### src/rtl/sha256_pkg.sv
// Package: SHA-256 constants, round functions and the front-to-back command type.
`default_nettype none
package sha256_pkg;

    localparam int unsigned QueueDepth = 4;
    localparam int unsigned QueuePtrW  = 2;

    typedef struct packed {
        logic [7:0] data;
        logic       present;
        logic       eom;
    } t_cmd;

    typedef logic [31:0] t_word;

    function automatic t_word round_k(input logic [5:0] t);
        t_word k;
        begin
            unique case (t)
                6'd0:  k = 32'h428a2f98; 6'd1:  k = 32'h71374491;
                6'd2:  k = 32'hb5c0fbcf; 6'd3:  k = 32'he9b5dba5;
                6'd4:  k = 32'h3956c25b; 6'd5:  k = 32'h59f111f1;
                6'd6:  k = 32'h923f82a4; 6'd7:  k = 32'hab1c5ed5;
                6'd8:  k = 32'hd807aa98; 6'd9:  k = 32'h12835b01;
                6'd10: k = 32'h243185be; 6'd11: k = 32'h550c7dc3;
                6'd12: k = 32'h72be5d74; 6'd13: k = 32'h80deb1fe;
                6'd14: k = 32'h9bdc06a7; 6'd15: k = 32'hc19bf174;
                6'd16: k = 32'he49b69c1; 6'd17: k = 32'hefbe4786;
                6'd18: k = 32'h0fc19dc6; 6'd19: k = 32'h240ca1cc;
                6'd20: k = 32'h2de92c6f; 6'd21: k = 32'h4a7484aa;
                6'd22: k = 32'h5cb0a9dc; 6'd23: k = 32'h76f988da;
                6'd24: k = 32'h983e5152; 6'd25: k = 32'ha831c66d;
                6'd26: k = 32'hb00327c8; 6'd27: k = 32'hbf597fc7;
                6'd28: k = 32'hc6e00bf3; 6'd29: k = 32'hd5a79147;
                6'd30: k = 32'h06ca6351; 6'd31: k = 32'h14292967;
                6'd32: k = 32'h27b70a85; 6'd33: k = 32'h2e1b2138;
                6'd34: k = 32'h4d2c6dfc; 6'd35: k = 32'h53380d13;
                6'd36: k = 32'h650a7354; 6'd37: k = 32'h766a0abb;
                6'd38: k = 32'h81c2c92e; 6'd39: k = 32'h92722c85;
                6'd40: k = 32'ha2bfe8a1; 6'd41: k = 32'ha81a664b;
                6'd42: k = 32'hc24b8b70; 6'd43: k = 32'hc76c51a3;
                6'd44: k = 32'hd192e819; 6'd45: k = 32'hd6990624;
                6'd46: k = 32'hf40e3585; 6'd47: k = 32'h106aa070;
                6'd48: k = 32'h19a4c116; 6'd49: k = 32'h1e376c08;
                6'd50: k = 32'h2748774c; 6'd51: k = 32'h34b0bcb5;
                6'd52: k = 32'h391c0cb3; 6'd53: k = 32'h4ed8aa4a;
                6'd54: k = 32'h5b9cca4f; 6'd55: k = 32'h682e6ff3;
                6'd56: k = 32'h748f82ee; 6'd57: k = 32'h78a5636f;
                6'd58: k = 32'h84c87814; 6'd59: k = 32'h8cc70208;
                6'd60: k = 32'h90befffa; 6'd61: k = 32'ha4506ceb;
                6'd62: k = 32'hbef9a3f7; 6'd63: k = 32'hc67178f2;
                default: k = 32'h0;
            endcase
            return k;
        end
    endfunction

    function automatic t_word init_h(input logic [2:0] i);
        t_word h;
        begin
            unique case (i)
                3'd0: h = 32'h6a09e667; 3'd1: h = 32'hbb67ae85;
                3'd2: h = 32'h3c6ef372; 3'd3: h = 32'ha54ff53a;
                3'd4: h = 32'h510e527f; 3'd5: h = 32'h9b05688c;
                3'd6: h = 32'h1f83d9ab; 3'd7: h = 32'h5be0cd19;
                default: h = 32'h0;
            endcase
            return h;
        end
    endfunction

    function automatic t_word rotr(input t_word x, input int unsigned n);
        return (x >> n) | (x << (32 - n));
    endfunction

endpackage
`default_nettype wire

### src/rtl/sha256_if.sv
// Interfaces: valid/ready channels for input beats and digest beats.
`default_nettype none
interface sha256_in_if;
    logic       valid;
    logic       ready;
    logic [7:0] msg_byte;
    logic       byte_present;
    logic       end_of_message;
    modport source(output valid, msg_byte, byte_present, end_of_message, input ready);
    modport sink(input valid, msg_byte, byte_present, end_of_message, output ready);
endinterface

interface sha256_out_if;
    logic        valid;
    logic        ready;
    logic [31:0] digest_word;
    logic [2:0]  word_index;
    logic        last_word;
    modport source(output valid, digest_word, word_index, last_word, input ready);
    modport sink(input valid, digest_word, word_index, last_word, output ready);
endinterface
`default_nettype wire

### src/rtl/sha256_front.sv
// Front end: accept input beats, drop empty ones, queue the rest for the core.
`default_nettype none
module sha256_front (
    input  wire                 i_clk,
    input  wire                 i_rst_n,
    sha256_in_if.sink           in_ch,
    output sha256_pkg::t_cmd    o_cmd,
    output logic                o_cmd_valid,
    input  wire                 i_cmd_pop
);
    sha256_pkg::t_cmd r_q [sha256_pkg::QueueDepth];
    logic [sha256_pkg::QueuePtrW-1:0] r_wr, r_rd;
    logic [sha256_pkg::QueuePtrW:0]   r_cnt;
    logic acc, push, pop;

    assign in_ch.ready = !r_cnt[sha256_pkg::QueuePtrW];
    assign acc  = in_ch.valid && in_ch.ready;
    assign push = acc && (in_ch.byte_present || in_ch.end_of_message);
    assign pop  = i_cmd_pop && o_cmd_valid;
    assign o_cmd_valid = (r_cnt != '0);
    assign o_cmd = r_q[r_rd];

    always_ff @(posedge i_clk) begin
        if (push) begin
            r_q[r_wr] <= '{data: in_ch.msg_byte, present: in_ch.byte_present,
                           eom: in_ch.end_of_message};
        end
        if (!i_rst_n) begin
            r_wr  <= '0;
            r_rd  <= '0;
            r_cnt <= '0;
        end else begin
            if (push) r_wr <= r_wr + 1'b1;
            if (pop)  r_rd <= r_rd + 1'b1;
            r_cnt <= r_cnt + (push ? 1'b1 : 1'b0) - (pop ? 1'b1 : 1'b0);
        end
    end
endmodule
`default_nettype wire

### src/rtl/sha256_core.sv
// Back end: byte packing, padding sequencer, round engine and digest output.
`default_nettype none
module sha256_core (
    input  wire                 i_clk,
    input  wire                 i_rst_n,
    input  sha256_pkg::t_cmd    i_cmd,
    input  wire                 i_cmd_valid,
    output logic                o_cmd_pop,
    sha256_out_if.source        out_ch
);
    typedef enum logic [2:0] {S_IDLE, S_PAD, S_LEN, S_ROUND, S_FOLD, S_OUT} t_state;
    typedef sha256_pkg::t_word t_word;

    t_state      r_state, r_after;
    t_word       r_w [16];
    t_word       r_h [8];
    t_word       r_v [8];
    logic [5:0]  r_pos, r_round;
    logic [63:0] r_bits, r_len;
    logic [2:0]  r_lenb, r_oidx;
    logic        r_ovalid;

    logic        byte_en;
    logic [7:0]  byte_val;
    logic        blk_full;
    t_word       wt, x2, x15, s0, s1, t1, t2, big0, big1, ch, maj;
    logic [3:0]  ti;

    always_comb begin
        byte_en  = 1'b0;
        byte_val = 8'h00;
        o_cmd_pop = 1'b0;
        unique case (r_state)
            S_IDLE: begin
                o_cmd_pop = i_cmd_valid;
                byte_en   = i_cmd_valid && i_cmd.present;
                byte_val  = i_cmd.data;
            end
            S_PAD: begin
                byte_en  = 1'b1;
                byte_val = (r_lenb == 3'd0) ? 8'h80 : 8'h00;
            end
            S_LEN: begin
                byte_en  = 1'b1;
                byte_val = r_len[63:56];
            end
            default: ;
        endcase
        blk_full = byte_en && (r_pos == 6'd63);
    end

    assign ti  = r_round[3:0];
    assign x2  = r_w[ti - 4'd2];
    assign x15 = r_w[ti - 4'd15];
    assign s1  = sha256_pkg::rotr(x2, 17) ^ sha256_pkg::rotr(x2, 19) ^ (x2 >> 10);
    assign s0  = sha256_pkg::rotr(x15, 7) ^ sha256_pkg::rotr(x15, 18) ^ (x15 >> 3);
    assign wt  = (r_round < 6'd16) ? r_w[ti] : s1 + r_w[ti - 4'd7] + s0 + r_w[ti];
    assign big1 = sha256_pkg::rotr(r_v[4], 6) ^ sha256_pkg::rotr(r_v[4], 11)
                ^ sha256_pkg::rotr(r_v[4], 25);
    assign ch   = (r_v[4] & r_v[5]) ^ (~r_v[4] & r_v[6]);
    assign big0 = sha256_pkg::rotr(r_v[0], 2) ^ sha256_pkg::rotr(r_v[0], 13)
                ^ sha256_pkg::rotr(r_v[0], 22);
    assign maj  = (r_v[0] & r_v[1]) ^ (r_v[0] & r_v[2]) ^ (r_v[1] & r_v[2]);
    assign t1   = r_v[7] + big1 + ch + sha256_pkg::round_k(r_round) + wt;
    assign t2   = big0 + maj;

    assign out_ch.valid       = r_ovalid;
    assign out_ch.digest_word = r_h[r_oidx];
    assign out_ch.word_index  = r_oidx;
    assign out_ch.last_word   = (r_oidx == 3'd7);

    always_ff @(posedge i_clk) begin
        if (byte_en) r_w[r_pos[5:2]] <= {r_w[r_pos[5:2]][23:0], byte_val};
        if (r_state == S_ROUND) begin
            r_w[ti] <= wt;
            r_v[7] <= r_v[6]; r_v[6] <= r_v[5]; r_v[5] <= r_v[4];
            r_v[4] <= r_v[3] + t1;
            r_v[3] <= r_v[2]; r_v[2] <= r_v[1]; r_v[1] <= r_v[0];
            r_v[0] <= t1 + t2;
        end
        if (blk_full) begin
            for (int i = 0; i < 8; i++) r_v[i] <= r_h[i];
        end
        if (!i_rst_n) begin
            r_state  <= S_IDLE;
            r_after  <= S_IDLE;
            r_pos    <= '0;
            r_round  <= '0;
            r_bits   <= '0;
            r_len    <= '0;
            r_lenb   <= '0;
            r_oidx   <= '0;
            r_ovalid <= 1'b0;
            for (int i = 0; i < 8; i++) r_h[i] <= sha256_pkg::init_h(3'(i));
        end else begin
            if (byte_en) r_pos <= r_pos + 1'b1;
            unique case (r_state)
                S_IDLE: begin
                    if (i_cmd_valid) begin
                        if (i_cmd.present) r_bits <= r_bits + 64'd8;
                        r_len  <= r_bits + (i_cmd.present ? 64'd8 : 64'd0);
                        r_lenb <= '0;
                        if (blk_full) begin
                            r_state <= S_ROUND;
                            r_after <= i_cmd.eom ? S_PAD : S_IDLE;
                        end else if (i_cmd.eom) begin
                            r_state <= S_PAD;
                        end
                    end
                end
                S_PAD: begin
                    r_lenb <= 3'd1;
                    if (blk_full) begin
                        r_state <= S_ROUND;
                        r_after <= S_PAD;
                    end else if (r_pos == 6'd55) begin
                        r_state <= S_LEN;
                        r_lenb  <= '0;
                    end
                end
                S_LEN: begin
                    r_len  <= {r_len[55:0], 8'h00};
                    r_lenb <= r_lenb + 1'b1;
                    if (blk_full) begin
                        r_state <= S_ROUND;
                        r_after <= S_OUT;
                    end
                end
                S_ROUND: begin
                    r_round <= r_round + 1'b1;
                    if (r_round == 6'd63) r_state <= S_FOLD;
                end
                S_FOLD: begin
                    for (int i = 0; i < 8; i++) r_h[i] <= r_h[i] + r_v[i];
                    r_state <= r_after;
                    if (r_after == S_OUT) begin
                        r_ovalid <= 1'b1;
                        r_oidx   <= '0;
                    end
                end
                S_OUT: begin
                    if (out_ch.ready) begin
                        r_oidx <= r_oidx + 1'b1;
                        if (r_oidx == 3'd7) begin
                            r_ovalid <= 1'b0;
                            r_state  <= S_IDLE;
                            r_bits   <= '0;
                            for (int i = 0; i < 8; i++) r_h[i] <= sha256_pkg::init_h(3'(i));
                        end
                    end
                end
                default: r_state <= S_IDLE;
            endcase
        end
    end
endmodule
`default_nettype wire

### src/rtl/sha256_byte_stream_hasher.sv
// Top level: SHA-256 hasher fed one message byte per beat, emitting eight digest beats.
//
// Input channel in_ch: one beat per byte (msg_byte, byte_present) with
// end_of_message on the last beat; an end beat with no byte is allowed.
// Beats with neither flag set are dropped in the front end.
// A four-entry queue decouples the front end from the compression core,
// which takes one queued beat per cycle while loading a block.
// Each full 64-byte block is compressed in the round state and folded into
// the hash in the fold state, during which the core takes no beats; the
// queue keeps accepting until full. After end_of_message the core pads
// (one or two extra compressions), then presents digest words 0..7 on
// out_ch, one per cycle while the receiver takes them; a stalled receiver
// holds the current word and the core waits. From the end beat to the
// first word, with the queue otherwise empty, the beat passes through the
// queue, the padding and length bytes are loaded, and each final block
// is compressed and folded.
// Reset (i_rst_n low, synchronous) empties the queue, restores the
// initial hash values and clears the byte and bit counters.
`default_nettype none
module sha256_byte_stream_hasher (
    input  wire          i_clk,
    input  wire          i_rst_n,
    sha256_in_if.sink    in_ch,
    sha256_out_if.source out_ch
);
    sha256_pkg::t_cmd cmd;
    logic cmd_valid, cmd_pop;

    sha256_front u_front (
        .i_clk(i_clk), .i_rst_n(i_rst_n), .in_ch(in_ch),
        .o_cmd(cmd), .o_cmd_valid(cmd_valid), .i_cmd_pop(cmd_pop)
    );

    sha256_core u_core (
        .i_clk(i_clk), .i_rst_n(i_rst_n), .i_cmd(cmd), .i_cmd_valid(cmd_valid),
        .o_cmd_pop(cmd_pop), .out_ch(out_ch)
    );

    a_pop_valid: assert property (@(posedge i_clk) disable iff (!i_rst_n)
        cmd_pop |-> cmd_valid) else $error("pop from empty queue");
    a_last_idx: assert property (@(posedge i_clk) disable iff (!i_rst_n)
        out_ch.valid |-> (out_ch.last_word == (out_ch.word_index == 3'd7)))
        else $error("last_word mismatch");
    a_out_step: assert property (@(posedge i_clk) disable iff (!i_rst_n)
        (out_ch.valid && out_ch.ready && !out_ch.last_word) |=>
        (out_ch.valid && out_ch.word_index == $past(out_ch.word_index) + 3'd1))
        else $error("digest word sequence broken");
endmodule
`default_nettype wire

### src/flat_wrapper.sv
// flat-port wrapper written by rule: the top's interface ports become plain ports
module sha256_byte_stream_hasher_flat 
  (i_clk, i_rst_n, in_ch_valid, in_ch_msg_byte, in_ch_byte_present, in_ch_end_of_message, in_ch_ready, out_ch_valid, out_ch_digest_word, out_ch_word_index, out_ch_last_word, out_ch_ready);
  sha256_in_if in_ch_i ();
  sha256_out_if out_ch_i ();
  input  wire i_clk;
  input  wire i_rst_n;
  input wire logic [$bits(in_ch_i.valid)-1:0] in_ch_valid;
  input wire logic [$bits(in_ch_i.msg_byte)-1:0] in_ch_msg_byte;
  input wire logic [$bits(in_ch_i.byte_present)-1:0] in_ch_byte_present;
  input wire logic [$bits(in_ch_i.end_of_message)-1:0] in_ch_end_of_message;
  output wire logic [$bits(in_ch_i.ready)-1:0] in_ch_ready;
  output wire logic [$bits(out_ch_i.valid)-1:0] out_ch_valid;
  output wire logic [$bits(out_ch_i.digest_word)-1:0] out_ch_digest_word;
  output wire logic [$bits(out_ch_i.word_index)-1:0] out_ch_word_index;
  output wire logic [$bits(out_ch_i.last_word)-1:0] out_ch_last_word;
  input wire logic [$bits(out_ch_i.ready)-1:0] out_ch_ready;
  assign in_ch_i.valid = in_ch_valid;
  assign in_ch_i.msg_byte = in_ch_msg_byte;
  assign in_ch_i.byte_present = in_ch_byte_present;
  assign in_ch_i.end_of_message = in_ch_end_of_message;
  assign in_ch_ready = in_ch_i.ready;
  assign out_ch_valid = out_ch_i.valid;
  assign out_ch_digest_word = out_ch_i.digest_word;
  assign out_ch_word_index = out_ch_i.word_index;
  assign out_ch_last_word = out_ch_i.last_word;
  assign out_ch_i.ready = out_ch_ready;
  sha256_byte_stream_hasher u_core (.i_clk(i_clk), .i_rst_n(i_rst_n), .in_ch(in_ch_i), .out_ch(out_ch_i));
endmodule
### config.mk
export PLATFORM = sky130hd
export DESIGN_NAME = sha256_byte_stream_hasher_flat
export DESIGN_NICKNAME = d
export VERILOG_FILES = /design/src/rtl/sha256_pkg.sv /design/src/rtl/sha256_if.sv /design/src/rtl/sha256_front.sv /design/src/rtl/sha256_core.sv /design/src/rtl/sha256_byte_stream_hasher.sv /design/src/flat_wrapper.sv
export SDC_FILE = /design/constraint.sdc
export NUM_CORES = 2
export LEC_CHECK = 0
export BUFFER_PORTS_ARGS = -buffer_cell sky130_fd_sc_hd__buf_2
export CAP_MARGIN = 20
export CORE_MARGIN = 2
export CORE_UTILIZATION = 60
export DETAILED_ROUTE_END_ITERATION = 8
export PLACE_DENSITY = 0.82
export SLEW_MARGIN = 20
export SYNTH_ARGS = -nofsm -noshare
export SYNTH_HDL_FRONTEND = slang
export SYNTH_SLANG_ARGS = --single-unit
export TNS_END_PERCENT = 5
### constraint.sdc
create_clock -name i_clk -period 17 [get_ports i_clk]
set_clock_uncertainty 0.15 [all_clocks]
set_input_delay 1.7 -clock i_clk [delete_from_list [all_inputs] [get_ports i_clk]]
set_output_delay 1.7 -clock i_clk [all_outputs]
set_load 0.1 [all_outputs]
==> run summary <==
The async set-reset flop share out of synthesis was 0%. After clock tree synthesis, the clock-pin slew on the worst setup and hold paths is 0.07 ns. Startpoint of the lowest-slack register-to-register path: u_core.u_core.r_round[1]. Among all flip-flop cells after synthesis, the most frequent one is edfxtp_1. For the H-tree depth, the log shows 4.

Total wire length after detailed routing: 308000 um. The post-synthesis instance area is 90300 sq um. The top achievable clock speed was 0.0666 GHz; the die width was 392 um.

The number of setup buffers added after CTS is 0. STA puts the critical path data required time at 17.38 ns. STA classifies the critical path startpoint as a flip-flop. The total length of routed met2 wires was 139000 um. After legalization and detailed placement, the total HPWL measured 209000 um. Sequential cells were found to cover 38.4% of the synthesized design area.

Across all register-to-register paths, the minimum setup slack is 1.98 ns. Routed signal wires occupy layers up through met5. In this run the clock root is driven by a clkbuf_16.

The data arrival time of the critical path is 15.39 ns. The via count of the first global-routing pass was 71123. The residual overflow from global routing is 0, and the slew at the pin with the worst max-slew slack is 1.30 ns. The most frequent standard cell in the layout excluding fill and tap cells is nand2_1. The top cell types in the final layout, fill and taps aside, are nand2_1 (1177), edfxtp_1 (936), mux4_2 (706), a21oi_1 (495), xnor2_1 (436). The logs give 8195 for the count of mapped cells out of synthesis and 150000 sq um for the core box area.

After detailed routing, the number of vias per cell comes to 7.18. The number of different library cells used by synthesis comes to 89. The logs give 11 for the number of antenna violations at the first check in global routing and 39.9% for the combined global-route utilization of all metal layers. Setup repair after global routing left no endpoint under its margin. The number of stages on the worst hold path was 1; the instance area after placement was 92400 sq um. The startpoint identified for the worst hold timing path is u_core.u_core.r_len[2]. The count of boundary I/O pins was 52. For this design, the slowest cell found on the critical path is dfxtp_4.

With fillers left out, the area of the finished cells amounts to 97200 sq um. The first global-routing pass estimated 456000 um of wire. Share of the clock period used by the worst path after layout: 88.3%.

On the worst path, the slowest cell contributes a delay of 0.93 ns. The net count of the finished layout was 8618. The tools report the number of failing hold endpoints at the final stage as 0. The floorplan has 142 rows. The clock tree buffer depth is 3. In this run, synthesis inferred 936 flip-flops with an integrated enable. In the final routing, the length of wire on met1 measures 101000 um. The synthesized flop and latch total is 1263. The critical path contains buffers and inverters numbering 7 combined. For the post-CTS resize count, the log shows 0. TritonCTS built the clock tree. The average instance in the mapped netlist occupies 11.0 sq um. The family with the most delay on the worst path was compound AO/OA/AOI/OAI gates.

The flow ran to the end, and the final reports show no timing, DRC or antenna violations. The largest net degree at the start of global routing is 133, and the setup violation total in the final timing report is 0. The tools report the count of final max-slew check failures as 0. After detailed routing, the number of remaining DRC violations is 0. The endpoint identified for the worst register-to-register timing path is u_core.u_core.r_v[0][31]. The critical path endpoint category was a flip-flop. The die boundary height works out to 392 um. The number of maximum-capacitance constraint violations was 0; the number of sinks driven by the clock tree was 1263. At the later pin of the worst-skew pair, clock insertion delay measures 0.84 ns.

The clock period minus final worst setup slack is 15.02 ns. After routing, the total negative slack on setup checks comes to 0 ns. The run gives 41600 um as the length of routed met3 wiring. The worst min-delay path endpoint was u_core.u_core.r_len[2].

The tools report the number of buffers inserted by hold repair at cts as 0. The count of buffers added on input and output ports is 51. The worst-case reg-to-reg path depth is 49.

Routability-driven placement finished with a final weighted congestion of 1.04. Cells fill 65.0% of the core in the end. The path class of the tightest hold or removal check is flip-flop to flip-flop. Of all nets on the critical path, the largest fanout is 48. The floorplan step defined a die boundary enclosing 154000 sq um. From synthesis to final layout, the design area changed by 7.68%. The run gives 72804 as the via count. When the netlist entered floorplanning its net count stood at 8810.

Number of CTS-inserted buffers: 144. The average wire per cell in the routed design is 30.4 um, and the proportion of layout cells with a drive suffix above 1 is 15.2%. The total number of yosys warnings was 0. Before antenna repair, the detailed router went through 7 iterations. The relative slew slack was 12.6%; the violation count after the first detailed-routing iteration was 11183. The class of the most critical setup path is flip-flop to flip-flop. The remaining number of nets flagged by the antenna check after routing was 0; the effective utilization at floorplan was 60.4%.
-- how the worst max path moves through the flow --
stage / start / to / slack (ns) / cells after the start
6_report: u_core.u_core.r_round[1] / u_core.u_core.r_v[0][31] / 1.98 / 49
2_1_floorplan: u_core.u_core.r_round[1] / u_core.u_core.r_v[0][31] / 3.83 / 50
3_3_place_gp: u_core.u_core.r_round[1] / u_core.u_core.r_v[0][31] / 2.56 / 49
5_1_grt: u_core.u_core.r_round[1] / u_core.u_core.r_v[0][31] / 1.48 / 49
3_5_place_dp: u_core.u_core.r_round[1] / u_core.u_core.r_v[0][31] / 2.36 / 49
4_1_cts: u_core.u_core.r_round[1] / u_core.u_core.r_v[0][31] / 2.33 / 49
-- per-layer routing --
metal	up-vias	track usage [%]
li1	29951	-
met1	35024	48.2
met2	6185	62.0
met3	1628	12.0
met4	16	26.4
met5	-	0.478
-- kinds of logic (layout without fill, tap and decap cells) --
kind of cell / count (synthesis) / count (layout) / share of synthesized area, %
adders and majority gates: 606 / 606 / 10.0
other: 0 / 4 / 0
DFF: 1263 / 1263 / 38.4
xor gates and xnor gates: 683 / 683 / 6.66
and+or+nand+nor: 2300 / 2300 / 11.2
buffers and inverters: 904 / 830 / 3.79
muxes: 784 / 784 / 18.6
AOI/OAI and AO/OA: 1655 / 1655 / 11.4
-- synth_stat cells, drive strengths merged, types with 12 or more instances --
master / instances / area, sq um
mux2i: 12 / 120
and2: 65 / 407
nand2: 1181 / 4430
nor2b: 73 / 457
o21bai: 35 / 263
or2: 18 / 113
mux4: 706 / 15900
a2111oi: 13 / 120
or3: 46 / 288
a221oi: 14 / 123
nor3: 125 / 631
a21oi: 497 / 2490
o311ai: 16 / 140
a211oi: 53 / 398
o21ai: 406 / 2030
nor2: 436 / 1640
a21boi: 37 / 278
o211ai: 68 / 510
a31oi: 59 / 375
a21o: 214 / 1610
clkbuf: 395 / 1480
o22ai: 37 / 231
buf: 108 / 439
nor3b: 12 / 90.1
xor2: 244 / 2140
dfxtp: 327 / 6550
a211o: 12 / 105
xnor2: 439 / 3870
nand3: 120 / 601
nand4: 52 / 325
inv: 398 / 1490
o21a: 47 / 353
ha: 405 / 5070
a22oi: 33 / 248
and3: 54 / 338
mux2: 66 / 743
edfxtp: 936 / 28100
fa: 196 / 3920
nand2b: 75 / 469
o31ai: 20 / 150
a311oi: 18 / 158
-- per-stage QoR --
step                      setup slack (ns)  std cells  hold slack (ns)
after global routing                  1.48      10137            0.337
final                                 1.98      10141            0.330
after global placement                2.56       9871            0.312
after CTS                             2.33      10135            0.333
after floorplan                       3.83       8195            0.287
after detailed placement              2.36       9871            0.314
-- sequential cells by signal (all words and copies together) (netlist names), 6 cells and up, named ones only --
| signal | cells |
|---|---|
| u_core.u_core.r_bits | 61 |
| u_core.u_core.r_pos | 6 |
| u_core.u_front.r_q | 40 |
| u_core.u_core.r_h | 256 |
| u_core.u_core.r_round | 6 |
| u_core.u_core.r_len | 62 |
| u_core.u_core.r_v | 256 |
| u_core.u_core.r_w | 512 |
-- worst register-to-register path, delay by kind of cell (launching register included) --
kind                       cells  cell delay [ns]
AOI/OAI and AO/OA             19             5.16
adders and majority gates     10             4.73
muxes                          2             1.04
and+or+nand+nor                6             0.97
DFF                            1             0.93
buffers and inverters          7             0.92
xor gates and xnor gates       5             0.87
-- layout make-up --
cell class | count | area, sq um
antenna | 4 | 10.0
clock buffer | 193 | 3950
clock inverter | 71 | 858
fill | 10976 | 52400
inverter | 401 | 1510
multi-input combinational | 6028 | 52600
sequential | 1263 | 34700
tap | 2016 | 2520
timing repair buffer | 165 | 1160
Power is left out: the tool's default activity adds up to more than one toggle a clock period on the data nets, which glitch-free logic cannot reach.
